$ cat src/design/trd_pkg.sv
`timescale 1ns / 1ps
package trd_pkg;

  localparam int unsigned CHANNELS     = 32;
  localparam int unsigned TRACK_ROWS   = 64;
  localparam int unsigned MAX_PATTERNS = 128;
  localparam int unsigned MAX_TRACKS   = 256;

  localparam int unsigned PAT_DEPTH = MAX_PATTERNS * CHANNELS;
  localparam int unsigned ROW_DEPTH = MAX_TRACKS * TRACK_ROWS;
  localparam int unsigned PAT_AW    = (PAT_DEPTH > 1) ? $clog2(PAT_DEPTH) : 1;
  localparam int unsigned ROW_AW    = (ROW_DEPTH > 1) ? $clog2(ROW_DEPTH) : 1;
  localparam int unsigned CHAN_W    = (CHANNELS > 1) ? $clog2(CHANNELS) : 1;
  localparam int unsigned CNT_W     = $clog2(CHANNELS + 1);
  localparam int unsigned PATNUM_W  = (MAX_PATTERNS > 1) ? $clog2(MAX_PATTERNS) : 1;

  localparam int unsigned QUEUE_DEPTH = 4;
  localparam int unsigned QPTR_W      = $clog2(QUEUE_DEPTH);
  localparam int unsigned QCNT_W      = $clog2(QUEUE_DEPTH + 1);

  // opcodes of the input item
  localparam logic [1:0] OP_PAT_WR = 2'd0;
  localparam logic [1:0] OP_ROW_WR = 2'd1;
  localparam logic [1:0] OP_READ   = 2'd2;

  // configuration register indexes
  localparam logic [1:0] CFG_CHANNEL_COUNT    = 2'd0;
  localparam logic [1:0] CFG_ROWS_PER_PATTERN = 2'd1;
  localparam logic [1:0] CFG_LAST_PATTERN     = 2'd2;
  localparam logic [1:0] CFG_TRACK_COUNT      = 2'd3;

  typedef enum logic [1:0] {
    CMD_PAT_WR,
    CMD_ROW_WR,
    CMD_READ,
    CMD_ERROR
  } trd_cmd_e;

  typedef enum logic [1:0] {
    BK_IDLE,
    BK_PAT,
    BK_TRK,
    BK_EMIT
  } trd_state_e;

  typedef struct packed {
    trd_cmd_e              kind;
    logic [13:0]           addr;
    logic [23:0]           value;
    logic [5:0]            row;
    logic [PATNUM_W-1:0]   pat;
  } trd_cmd_t;

  typedef struct packed {
    logic [5:0] channel_count;
    logic [6:0] rows_per_pattern;
    logic [6:0] last_pattern;
    logic [8:0] track_count;
  } trd_cfg_t;

  typedef struct packed {
    logic [4:0]  channel;
    logic [14:0] period;
    logic [5:0]  instrument;
    logic [3:0]  effect;
    logic [7:0]  effect_param;
    logic        last;
    logic        error;
  } trd_res_t;

  function automatic logic [14:0] note_period(input logic [5:0] note);
    logic [2:0]  oct;
    logic [5:0]  semi;
    logic [10:0] base;
    logic [10:0] shifted;
    if (note >= 6'd60) begin
      oct = 3'd5;
    end else if (note >= 6'd48) begin
      oct = 3'd4;
    end else if (note >= 6'd36) begin
      oct = 3'd3;
    end else if (note >= 6'd24) begin
      oct = 3'd2;
    end else if (note >= 6'd12) begin
      oct = 3'd1;
    end else begin
      oct = 3'd0;
    end
    semi = note - ({3'b000, oct} * 6'd12);
    case (semi)
      6'd0:    base = 11'd1712;
      6'd1:    base = 11'd1616;
      6'd2:    base = 11'd1524;
      6'd3:    base = 11'd1440;
      6'd4:    base = 11'd1356;
      6'd5:    base = 11'd1280;
      6'd6:    base = 11'd1208;
      6'd7:    base = 11'd1140;
      6'd8:    base = 11'd1076;
      6'd9:    base = 11'd1016;
      6'd10:   base = 11'd960;
      6'd11:   base = 11'd907;
      default: base = 11'd0;
    endcase
    shifted = base >> oct;
    if (note == 6'd0) begin
      return 15'd0;
    end
    return {shifted, 4'b0000};
  endfunction

endpackage

$ cat src/design/trd_front.sv
`timescale 1ns / 1ps
module trd_front (
  input  logic               s_axis_tvalid_i,
  output logic               s_axis_tready_o,
  input  logic [55:0]        s_axis_tdata_i,
  input  trd_pkg::trd_cfg_t  cfg_i,
  input  logic               full_i,
  output logic               push_o,
  output trd_pkg::trd_cmd_t  cmd_o
);

  logic [1:0]  opcode;
  logic [13:0] slot_address;
  logic [23:0] write_value;
  logic [5:0]  row_number;
  logic [7:0]  pattern_number;
  logic        bad_req;
  logic        keep;

  assign opcode         = s_axis_tdata_i[1:0];
  assign slot_address   = s_axis_tdata_i[15:2];
  assign write_value    = s_axis_tdata_i[39:16];
  assign row_number     = s_axis_tdata_i[45:40];
  assign pattern_number = s_axis_tdata_i[53:46];

  assign bad_req = ({1'b0, row_number} >= cfg_i.rows_per_pattern)
                || (pattern_number > {1'b0, cfg_i.last_pattern})
                || (32'(pattern_number) >= trd_pkg::MAX_PATTERNS)
                || (32'(row_number) >= trd_pkg::TRACK_ROWS);

  always_comb begin
    keep        = 1'b0;
    cmd_o.kind  = trd_pkg::CMD_ERROR;
    cmd_o.addr  = slot_address;
    cmd_o.value = write_value;
    cmd_o.row   = row_number;
    cmd_o.pat   = pattern_number[trd_pkg::PATNUM_W-1:0];
    case (opcode)
      trd_pkg::OP_PAT_WR: begin
        cmd_o.kind = trd_pkg::CMD_PAT_WR;
        keep       = 32'(slot_address) < trd_pkg::PAT_DEPTH;
      end
      trd_pkg::OP_ROW_WR: begin
        cmd_o.kind = trd_pkg::CMD_ROW_WR;
        keep       = 32'(slot_address) < trd_pkg::ROW_DEPTH;
      end
      trd_pkg::OP_READ: begin
        cmd_o.kind = bad_req ? trd_pkg::CMD_ERROR : trd_pkg::CMD_READ;
        keep       = 1'b1;
      end
      default: begin
        keep = 1'b0;
      end
    endcase
  end

  assign s_axis_tready_o = !full_i;
  assign push_o          = s_axis_tvalid_i && !full_i && keep;

endmodule

$ cat config.mk
export PLATFORM = sky130hd
export DESIGN_NAME = trd_front
export DESIGN_NICKNAME = d
export VERILOG_FILES = /design/src/design/trd_pkg.sv /design/src/design/trd_front.sv
export SDC_FILE = /design/constraint.sdc
export NUM_CORES = 1
export LEC_CHECK = 0
export ABC_AREA = 1
export BUFFER_PORTS_ARGS = -buffer_cell sky130_fd_sc_hd__buf_4
export CAP_MARGIN = 20
export CORE_MARGIN = 8
export CORE_UTILIZATION = 30
export DETAILED_ROUTE_END_ITERATION = 6
export GPL_TIMING_DRIVEN = 0
export PLACE_DENSITY = 0.85
export SETUP_SLACK_MARGIN = 0.1
export SLEW_MARGIN = 0
export SYNTH_ARGS = -nofsm -noshare
export SYNTH_HDL_FRONTEND = slang
export SYNTH_SLANG_ARGS = --single-unit
$ cat constraint.sdc
create_clock -name vclk -period 1.16
set_input_delay 0.058 -clock vclk [all_inputs]
set_output_delay 0.058 -clock vclk [all_outputs]
set_load 0.005 [all_outputs]
==> impl_results.md <==
* Main area contributors after synthesis: buf_4, ha_1, inv_1
* Ant diodes at 0
* Max capacitance violation total at 0
* Fill cells at 275
* Mapped Area at 876 µm²
* Final Critical Period at 1160 ps
* Num rows at 19
* Comb pwr share at 100.0%
* DR vias/cell at 4.12
* Placed Area at 0.00158 mm²
* Power per Cell Area at approximately 360 mW/mm²
* Final period util at 100%
* Unrepaired setup endpoints after global routing: true
* Startpoint Class: primary input
* Pre-CTS setup slack at -86.4 ps
* Initial antenna violation count at 0
* Critical Path Fanout Max at 2
* Final Hold Viols at 0
* Final Power at 0.639 mW
* CP arrival at 1100 ps
* Fin area at around 0.0018 mm²
* Clk pwr share at 0%
* DRT Pass-1 Iters at 2
* Hold_sp: s_axis_tdata_i[36]
* Switching Fraction at 35.5%
* Non-filler cells, final at roughly 250
* First-pass GRT wire length at 5000 µm
* P_sw at 0.226 mW
* Area of the core at 0.00276 mm²
* Net Count, Synth at 236
* Worst setup margin at -2.92 ps
* DP Cell Count at 253
* Area occupied by multi-input gates at 573 µm²
* Layout cells sized above 1 at between 80% and 90%
* Syn. warnings at 0
* Syn Inst Count at 133
* Status: finished, violations left
* DIE AREA at 0.00490 mm²
* Crit end category: output pin
* Die height at approximately 70 µm
* Via count at ~1000
* Hold_ws at 283 ps
* Setup CP Type: in -> out
* Cell Chain, Critical Path: buf_6 > ha_4 > inv_2 > nor3_4 > nand2_1 > nand2_1 > nand2_1 > nand2_1 > nand2_1 > nand2_1 > buf_6
* Wire per inst at 12.3 µm
* Critical path data required time at 1100 ps
* Routed Antenna Nets at 0
* Seq cells at 0
* Hold path endpoint: cmd_o[33]
* Buffers on Ports at 89
* Final Setup Violations at 1
* Setup TNS at -2.92 ps
* RD Place Congestion at 0.687
* Vias in the first global route at 1187
* Num ports at 142
* Mean Syn Cell Area at 6.59 µm²
* Die X at 70.0 µm
* Synth cell types at 16
* Max stage delay on crit path at 250 ps
* Maximum clock frequency at about 0.86 GHz
* Hold Path Depth at 2
* DRC errors left at 0
* CP startpoint: s_axis_tdata_i[50]
* Final core occ at 64.7%
* Clkbuf count at 0
* Most Frequent Cell on Critical Path: nand2_1
* P_leak at 1.02 nW
* Hold Crit Class: in -> out
* Post-Route WL at 3130 µm
* Yosys top cell area share at between 40 and 50%
* Violated checks: setup timing
* Final HPWL DP at 2710 µm
* Area growth syn-to-layout at 104%
* Total gr overflow at 0
* Flop pwr share at 0%
* Internal power at 0.412 mW
* Synth area leader: buf_4
* Final nets at 328
* Drt initial violations at 33
* Critical-path top delay cell: ha_4
* Max_slew headroom at roughly nine tenths
* GRT Total Usage at 11.4%
* Largest net degree at the start of global routing at 5
* Worst-Margin Slew at 155 ps
* Max-slew violation count at 0
* Maximum vdd drop at 0.233 mV
* Seq. cell area at 0 µm²
* Register area share after synthesis at 0%
* Starting Density at a little under a third
layer usage:
metal | GRT usage (%) | wire, µm | vias to the layer above
li1 | - | - | 535
met1 | 10.2 | 1040 | 451
met2 | 24.2 | 1780 | 60
met3 | 4.38 | 309 | 0
met4 | 0 | 0 | 0
met5 | 0 | 0 | -
power by group through the flow:
stage / Combinational [mW] / Sequential [mW] / Clock (mW)
2_1_floorplan: 0.264 / 0 / 0
6_report: 0.639 / 0 / 0
4_1_cts: 0.617 / 0 / 0
3_5_place_dp: 0.544 / 0 / 0
5_1_grt: 0.704 / 0 / 0
3_3_place_gp: 0.534 / 0 / 0
cells in the mapped netlist:
library cell / n
or2_2: 1
nand2_1: 21
buf_4: 51
nor3b_2: 1
a21oi_1: 4
nand3_1: 1
nand3b_1: 1
nor2_1: 5
inv_1: 24
ha_1: 16
inv_2: 1
nor3_2: 1
nor2_2: 1
nor3_1: 2
a21oi_2: 2
nand4_1: 1
final cells by class:
type                       count  share of cell area (%)
timing repair buffer          90                    38.9
buffer                        51                    21.4
multi-input combinational     57                    32.1
inverter                      25                    5.40
tap                           31                    2.17
kinds of logic (layout without fill, tap and decap cells):
| group | after synthesis | count (layout) | synth area share (%) |
|---|---|---|---|
| buf+inv | 76 | 166 | 54.4 |
| simple gates | 35 | 35 | 18.4 |
| fa+ha+maj | 16 | 16 | 22.9 |
| compound gates | 6 | 6 | 4.29 |
placed cells by master, fill, tap and decap left out:
| master | count |
|---|---|
| a21oi_1 | 2 |
| a21oi_2 | 4 |
| buf_4 | 136 |
| buf_6 | 5 |
| ha_1 | 5 |
| ha_4 | 11 |
| inv_1 | 12 |
| inv_2 | 12 |
| inv_4 | 1 |
| nand2_1 | 16 |
| nand2_2 | 4 |
| nand2_4 | 1 |
| nand3_1 | 1 |
| nand3b_1 | 1 |
| nand4_1 | 1 |
| nor2_1 | 5 |
| nor2_2 | 1 |
| nor3_1 | 1 |
| nor3_2 | 1 |
| nor3_4 | 1 |
| nor3b_2 | 1 |
| or2_2 | 1 |
critical path, delay by kind of cell:
kind          cells  cell delay [ps]
simple gates      7              550
fa+ha+maj         1              250
buf+inv           3              230
worst max-delay path by stage:
stage | end | slack (ps) | depth (start not counted)
2_1_floorplan | cmd_o[51] | 260 | 10
3_3_place_gp | cmd_o[51] | -90 | 11
3_5_place_dp | cmd_o[51] | -90 | 11
4_1_cts | cmd_o[51] | 0.2 | 10
5_1_grt | cmd_o[51] | -110 | 12
6_report | cmd_o[51] | -3 | 11
repair_timing:
action	in CTS	in global routing
gates resized for setup	26	13
hold buffers	0	0
setup endpoints to repair	1	1
setup buffers	1	0
pin swaps	10	6
endpoints found under the hold margin	0	0
Power figures use the tool's default switching activity.
