### src/design/trd_pkg.sv
`timescale 1ns / 1ps
package trd_pkg;

  localparam int unsigned CHANNELS     = 32;
  localparam int unsigned TRACK_ROWS   = 64;
  localparam int unsigned MAX_PATTERNS = 128;
  localparam int unsigned MAX_TRACKS   = 256;

  localparam int unsigned PAT_DEPTH = MAX_PATTERNS * CHANNELS;
  localparam int unsigned ROW_DEPTH = MAX_TRACKS * TRACK_ROWS;
  localparam int unsigned PAT_AW    = (PAT_DEPTH > 1) ? $clog2(PAT_DEPTH) : 1;
  localparam int unsigned ROW_AW    = (ROW_DEPTH > 1) ? $clog2(ROW_DEPTH) : 1;
  localparam int unsigned CHAN_W    = (CHANNELS > 1) ? $clog2(CHANNELS) : 1;
  localparam int unsigned CNT_W     = $clog2(CHANNELS + 1);
  localparam int unsigned PATNUM_W  = (MAX_PATTERNS > 1) ? $clog2(MAX_PATTERNS) : 1;

  localparam int unsigned QUEUE_DEPTH = 4;
  localparam int unsigned QPTR_W      = $clog2(QUEUE_DEPTH);
  localparam int unsigned QCNT_W      = $clog2(QUEUE_DEPTH + 1);

  // opcodes of the input item
  localparam logic [1:0] OP_PAT_WR = 2'd0;
  localparam logic [1:0] OP_ROW_WR = 2'd1;
  localparam logic [1:0] OP_READ   = 2'd2;

  // configuration register indexes
  localparam logic [1:0] CFG_CHANNEL_COUNT    = 2'd0;
  localparam logic [1:0] CFG_ROWS_PER_PATTERN = 2'd1;
  localparam logic [1:0] CFG_LAST_PATTERN     = 2'd2;
  localparam logic [1:0] CFG_TRACK_COUNT      = 2'd3;

  typedef enum logic [1:0] {
    CMD_PAT_WR,
    CMD_ROW_WR,
    CMD_READ,
    CMD_ERROR
  } trd_cmd_e;

  typedef enum logic [1:0] {
    BK_IDLE,
    BK_PAT,
    BK_TRK,
    BK_EMIT
  } trd_state_e;

  typedef struct packed {
    trd_cmd_e              kind;
    logic [13:0]           addr;
    logic [23:0]           value;
    logic [5:0]            row;
    logic [PATNUM_W-1:0]   pat;
  } trd_cmd_t;

  typedef struct packed {
    logic [5:0] channel_count;
    logic [6:0] rows_per_pattern;
    logic [6:0] last_pattern;
    logic [8:0] track_count;
  } trd_cfg_t;

  typedef struct packed {
    logic [4:0]  channel;
    logic [14:0] period;
    logic [5:0]  instrument;
    logic [3:0]  effect;
    logic [7:0]  effect_param;
    logic        last;
    logic        error;
  } trd_res_t;

  function automatic logic [14:0] note_period(input logic [5:0] note);
    logic [2:0]  oct;
    logic [5:0]  semi;
    logic [10:0] base;
    logic [10:0] shifted;
    if (note >= 6'd60) begin
      oct = 3'd5;
    end else if (note >= 6'd48) begin
      oct = 3'd4;
    end else if (note >= 6'd36) begin
      oct = 3'd3;
    end else if (note >= 6'd24) begin
      oct = 3'd2;
    end else if (note >= 6'd12) begin
      oct = 3'd1;
    end else begin
      oct = 3'd0;
    end
    semi = note - ({3'b000, oct} * 6'd12);
    case (semi)
      6'd0:    base = 11'd1712;
      6'd1:    base = 11'd1616;
      6'd2:    base = 11'd1524;
      6'd3:    base = 11'd1440;
      6'd4:    base = 11'd1356;
      6'd5:    base = 11'd1280;
      6'd6:    base = 11'd1208;
      6'd7:    base = 11'd1140;
      6'd8:    base = 11'd1076;
      6'd9:    base = 11'd1016;
      6'd10:   base = 11'd960;
      6'd11:   base = 11'd907;
      default: base = 11'd0;
    endcase
    shifted = base >> oct;
    if (note == 6'd0) begin
      return 15'd0;
    end
    return {shifted, 4'b0000};
  endfunction

endpackage

### src/design/trd_queue.sv
`timescale 1ns / 1ps
module trd_queue (
  input  logic              clk_i,
  input  logic              rst_ni,
  input  logic              push_i,
  input  trd_pkg::trd_cmd_t data_i,
  output logic              full_o,
  input  logic              pop_i,
  output logic              empty_o,
  output trd_pkg::trd_cmd_t data_o
);

  trd_pkg::trd_cmd_t                  mem_q [trd_pkg::QUEUE_DEPTH];
  logic [trd_pkg::QPTR_W-1:0]         wptr_q, wptr_d;
  logic [trd_pkg::QPTR_W-1:0]         rptr_q, rptr_d;
  logic [trd_pkg::QCNT_W-1:0]         cnt_q, cnt_d;

  assign full_o  = cnt_q == trd_pkg::QCNT_W'(trd_pkg::QUEUE_DEPTH);
  assign empty_o = cnt_q == '0;
  assign data_o  = mem_q[rptr_q];

  always_comb begin
    wptr_d = wptr_q;
    rptr_d = rptr_q;
    cnt_d  = cnt_q;
    if (push_i) begin
      wptr_d = wptr_q + 1'b1;
    end
    if (pop_i) begin
      rptr_d = rptr_q + 1'b1;
    end
    if (push_i && !pop_i) begin
      cnt_d = cnt_q + 1'b1;
    end else if (pop_i && !push_i) begin
      cnt_d = cnt_q - 1'b1;
    end
  end

  always_ff @(posedge clk_i or negedge rst_ni) begin
    if (!rst_ni) begin
      wptr_q <= '0;
      rptr_q <= '0;
      cnt_q  <= '0;
    end else begin
      wptr_q <= wptr_d;
      rptr_q <= rptr_d;
      cnt_q  <= cnt_d;
    end
  end

  always_ff @(posedge clk_i) begin
    if (push_i) begin
      mem_q[wptr_q] <= data_i;
    end
  end

endmodule

### config.mk
export PLATFORM = sky130hd
export DESIGN_NAME = trd_queue
export DESIGN_NICKNAME = d
export VERILOG_FILES = /design/src/design/trd_pkg.sv /design/src/design/trd_queue.sv
export SDC_FILE = /design/constraint.sdc
export NUM_CORES = 1
export LEC_CHECK = 0
export ABC_AREA = 1
export BUFFER_PORTS_ARGS = -buffer_cell sky130_fd_sc_hd__buf_2
export CAP_MARGIN = 20
export CORE_AREA = 3 3 156 158
export CTS_CLUSTER_SIZE = 8
export DETAILED_ROUTE_END_ITERATION = 10
export DIE_AREA = 0 0 159 161
export GPL_TIMING_DRIVEN = 0
export HOLD_SLACK_MARGIN = 0.06
export SYNTH_ARGS = -nofsm -noshare
export SYNTH_HDL_FRONTEND = slang
export SYNTH_SLANG_ARGS = --single-unit
### constraint.sdc
create_clock -name clk_i -period 3.1 [get_ports clk_i]
set_clock_uncertainty 0.2 [all_clocks]
set_input_delay 0.62 -clock clk_i [delete_from_list [all_inputs] [get_ports clk_i]]
set_output_delay 0.62 -clock clk_i [all_outputs]
set_load 0.01 [all_outputs]
==> out/qor.csv <==
stage,metric,value,unit
pwr,Switching Fraction,0.3476,
clocking,Worst-path clk slew,0.05,ns
yosys,Post-Synth Adder-Cell Area,0.009004,
critical_path,startpoint types,flop,
routing,Routed WL per cell,16.68,µm
grt,vias in the first global route,5480,
routing,met1 wire length,8156,µm
routing,Initial DRC Count,244,
pwr,Clock Power Share,0.271,
floorplanning,num ports,112,
sta,measured slew at the worst slew-check pin,0.7494,ns
placement,routability cong.,0.6855,
pwr,Lkg Pwr,4.539,nW
routing,DRC,0,
critical_path,"critical path fanouts, max",10,
grt,antenna violations before repair,2,
flow_run,maxcap violations,0,
pwr,share of total power in combinational logic,0.363,
final_layout,Reg area,0.006541,mm²
yosys,Synth Register Bits,219,
routing,Routed Antenna Nets,0,
sta,Setup-failing EPs final,0,
grt,first-pass GRT wire length,30240,µm
critical_path,Worst Path Buf+Inv,4,
grt,total grt overflow,0,
floorplanning,Starting Density,0.3943,
final_layout,"Area growth, synth to finish",20.98,%
sta,final setup TNS,0,ns
final_layout,# nets final,878,
sta,max-slew violation count,0,
pwr,Power Total,11.06,mW
yosys,mux cell area share after synthesis,0,
yosys,sequential cell area fraction in the yosys report,0.7132,
yosys,Post-Synth Simple-Gate Area,0.07271,
critical_path,WP data arrival,1.91,ns
pwr,internal power,7.217,mW
yosys,Synth Area in XOR/XNOR,0.003820,
clocking,CTS tree,built,
critical_path,Worst Setup End Kind,output pin,
final_layout,area of the multi-input gates,0.001881,mm²
sta,Max Freq,0.3661,GHz
critical_path,"CP delay by family, top",buffers and inverters,
sta,Hold WS,0.1055,ns
sta,relative slew slack,0.4997,
sta,Final Hold Fails,0,
yosys,largest family of logic cells by synthesized area,compound AO/OA/AOI/OAI gates,
pwr,VDD IR-drop max,0.4696,mV
yosys,syn_nets,729,
final_layout,share of cells above drive strength 1,0.2932,
sta,unrepaired setup endpoints after global routing,false,
pwr,P per Cell Area,997.0,mW/mm²
routing,drt total wl,19330,µm
clocking,H-Tree Depth,1,
critical_path,Critical Path Most Common Cell,buf_2,
outcome,status,finished clean,
floorplanning,die span in x,159,µm
final_layout,Finished Core Util,0.4770,
floorplanning,Rows,56,
clocking,root buffer cell,clkbuf_16,
critical_path,critical path required time,2.28,ns
routing,vias per cell,4.614,
placement,PortBufs,111,
clocking,Sink Count,219,
yosys,Syn. warnings,0,
yosys,Mapped Area,0.009171,mm²
sta,fin crit share,0.8811,
floorplanning,die area,0.02560,mm²
routing,met3 wire len,1073,µm
grt,largest net degree at the start of global routing,36,
critical_path,CP Cell Sequence,buf_4 -> inv_4 -> buf_2 -> o211ai_1 -> nand2_1 -> buf_2,
routing,met2 wire len,9681,µm
placement,HPWL reported at the end of detailed placement,11940,µm
critical_path,worst setup path class,reg2out,
grt,total track usage,0.1505,
yosys,Mapped Cells,666,
pwr,Reg power frac,0.365,
critical_path,Worst path max stage delay,0.35,ns
clocking,Worst-Skew Late Latency,0.53,ns
yosys,syn_area_per_cell,13.77,µm²
sta,min cycle time layout,2.731,ns
clocking,Max clock buf depth,3,
yosys,Netlist cell types,20,
pwr,sw power,3.845,mW
floorplanning,chip height,161,µm
worst_hold_path,Hold Crit Class,in2reg,
floorplanning,Core Area,0.02326,mm²
critical_path,slowest CP cell,dfrtp_1,
final_layout,Fillers,2116,
yosys,Synth Area in Compound Gates,0.1195,
routing,Pre-antenna DRT Iters,6,
clocking,number of post-CTS setup repair buffers,0,
routing,via count,5348,
clocking,cts bufs inserted,31,
routing,top sig layer,met5,
path summary, 6_finish.rpt:
check | to | from | slack [ns] | cells past startpoint
max in group asynchronous | rptr_q[0] | rst_ni | 2.27 | 2
hold / removal | mem_q[3][42] | data_i[42] | 0.11 | 1
setup / recovery | data_o[19] | rptr_q[1] | 0.37 | 6
min in group asynchronous | rptr_q[1] | rst_ni | 0.25 | 2
setup reg to reg | mem_q[0][16] | wptr_q[0] | 1.02 | 5
hold reg to reg | cnt_q[2] | cnt_q[2] | 0.32 | 2
kinds of logic after synthesis:
kind of cell	Yosys count
flops	219
simple gates	176
buf+inv	154
compound gates	107
fa+ha+maj	6
xor+xnor	4
Yosys cell counts (all sizes together):
library cell  count  area share
clkbuf            1     0.00041
nand2           172       0.070
fa                1      0.0022
nor3              2      0.0011
xor2              3      0.0029
nand4             1     0.00068
o21ai             1     0.00055
o211ai          106        0.12
inv             118       0.049
xnor2             1     0.00096
dfrtp             7       0.019
buf              35       0.033
ha                5      0.0068
nand3             1     0.00055
edfxtp          212        0.69
placed cells by master (no fill, tap or decap), types with 2 or more instances in the layout:
master	instances
xor2_1	3
clkbuf_1	26
clkbuf_16	31
edfxtp_1	212
inv_1	113
buf_2	126
buf_6	18
o211ai_1	47
o211ai_2	59
buf_12	4
inv_2	4
nand2_1	172
dfrtp_1	7
nor3_1	2
ha_1	5
timing repair:
item,in CTS,in global routing
gates resized for setup,0,0
endpoints found under the hold margin,7,0
hold buffers,1,0
final cells by class:
type | instances | area share
Buffer | 36 | 0.02740
Sequential cell | 219 | 0.5895
Tap cell | 319 | 0.03597
Antenna cell | 1 | 0.0002255
Multi-Input combinational cell | 293 | 0.1695
Inverter | 118 | 0.04014
Clock buffer | 56 | 0.07837
Timing Repair Buffer | 116 | 0.05819
Clock inverter | 1 | 0.0006766
stage by stage:
step / area [µm²] / std cells / worst slack, ns
floorplan: 9171 / 666 / 0.5515
global placement: 10130 / 1096 / -0.5211
detailed placement: 10210 / 1100 / 0.5806
CTS: 11090 / 1158 / 0.3271
global route: 11100 / 1159 / 0.2487
finish: 11100 / 1159 / 0.3685
metal layers:
metal,up-vias,global-route usage
met2,137,0.2660
met4,2,0.04497
met1,2560,0.1880
met3,36,0.03052
met5,-,0
li1,2613,-
power groups by stage:
stage | clock, mW | combinational (mW) | sequential [mW]
after floorplan | 0 | 2.61 | 4.09
after global placement | 0 | 4.03 | 4.13
after detailed placement | 0 | 4.13 | 4.10
after CTS | 3.09 | 4.15 | 4.04
after global routing | 3.22 | 4.46 | 4.08
final | 3.00 | 4.02 | 4.04
state kept, by name (all words and copies together) (netlist names):
register / flops
mem_q: 212
cnt_q: 3
rptr_q: 2
wptr_q: 2
No activity file was read; power rests on OpenSTA's default activity.
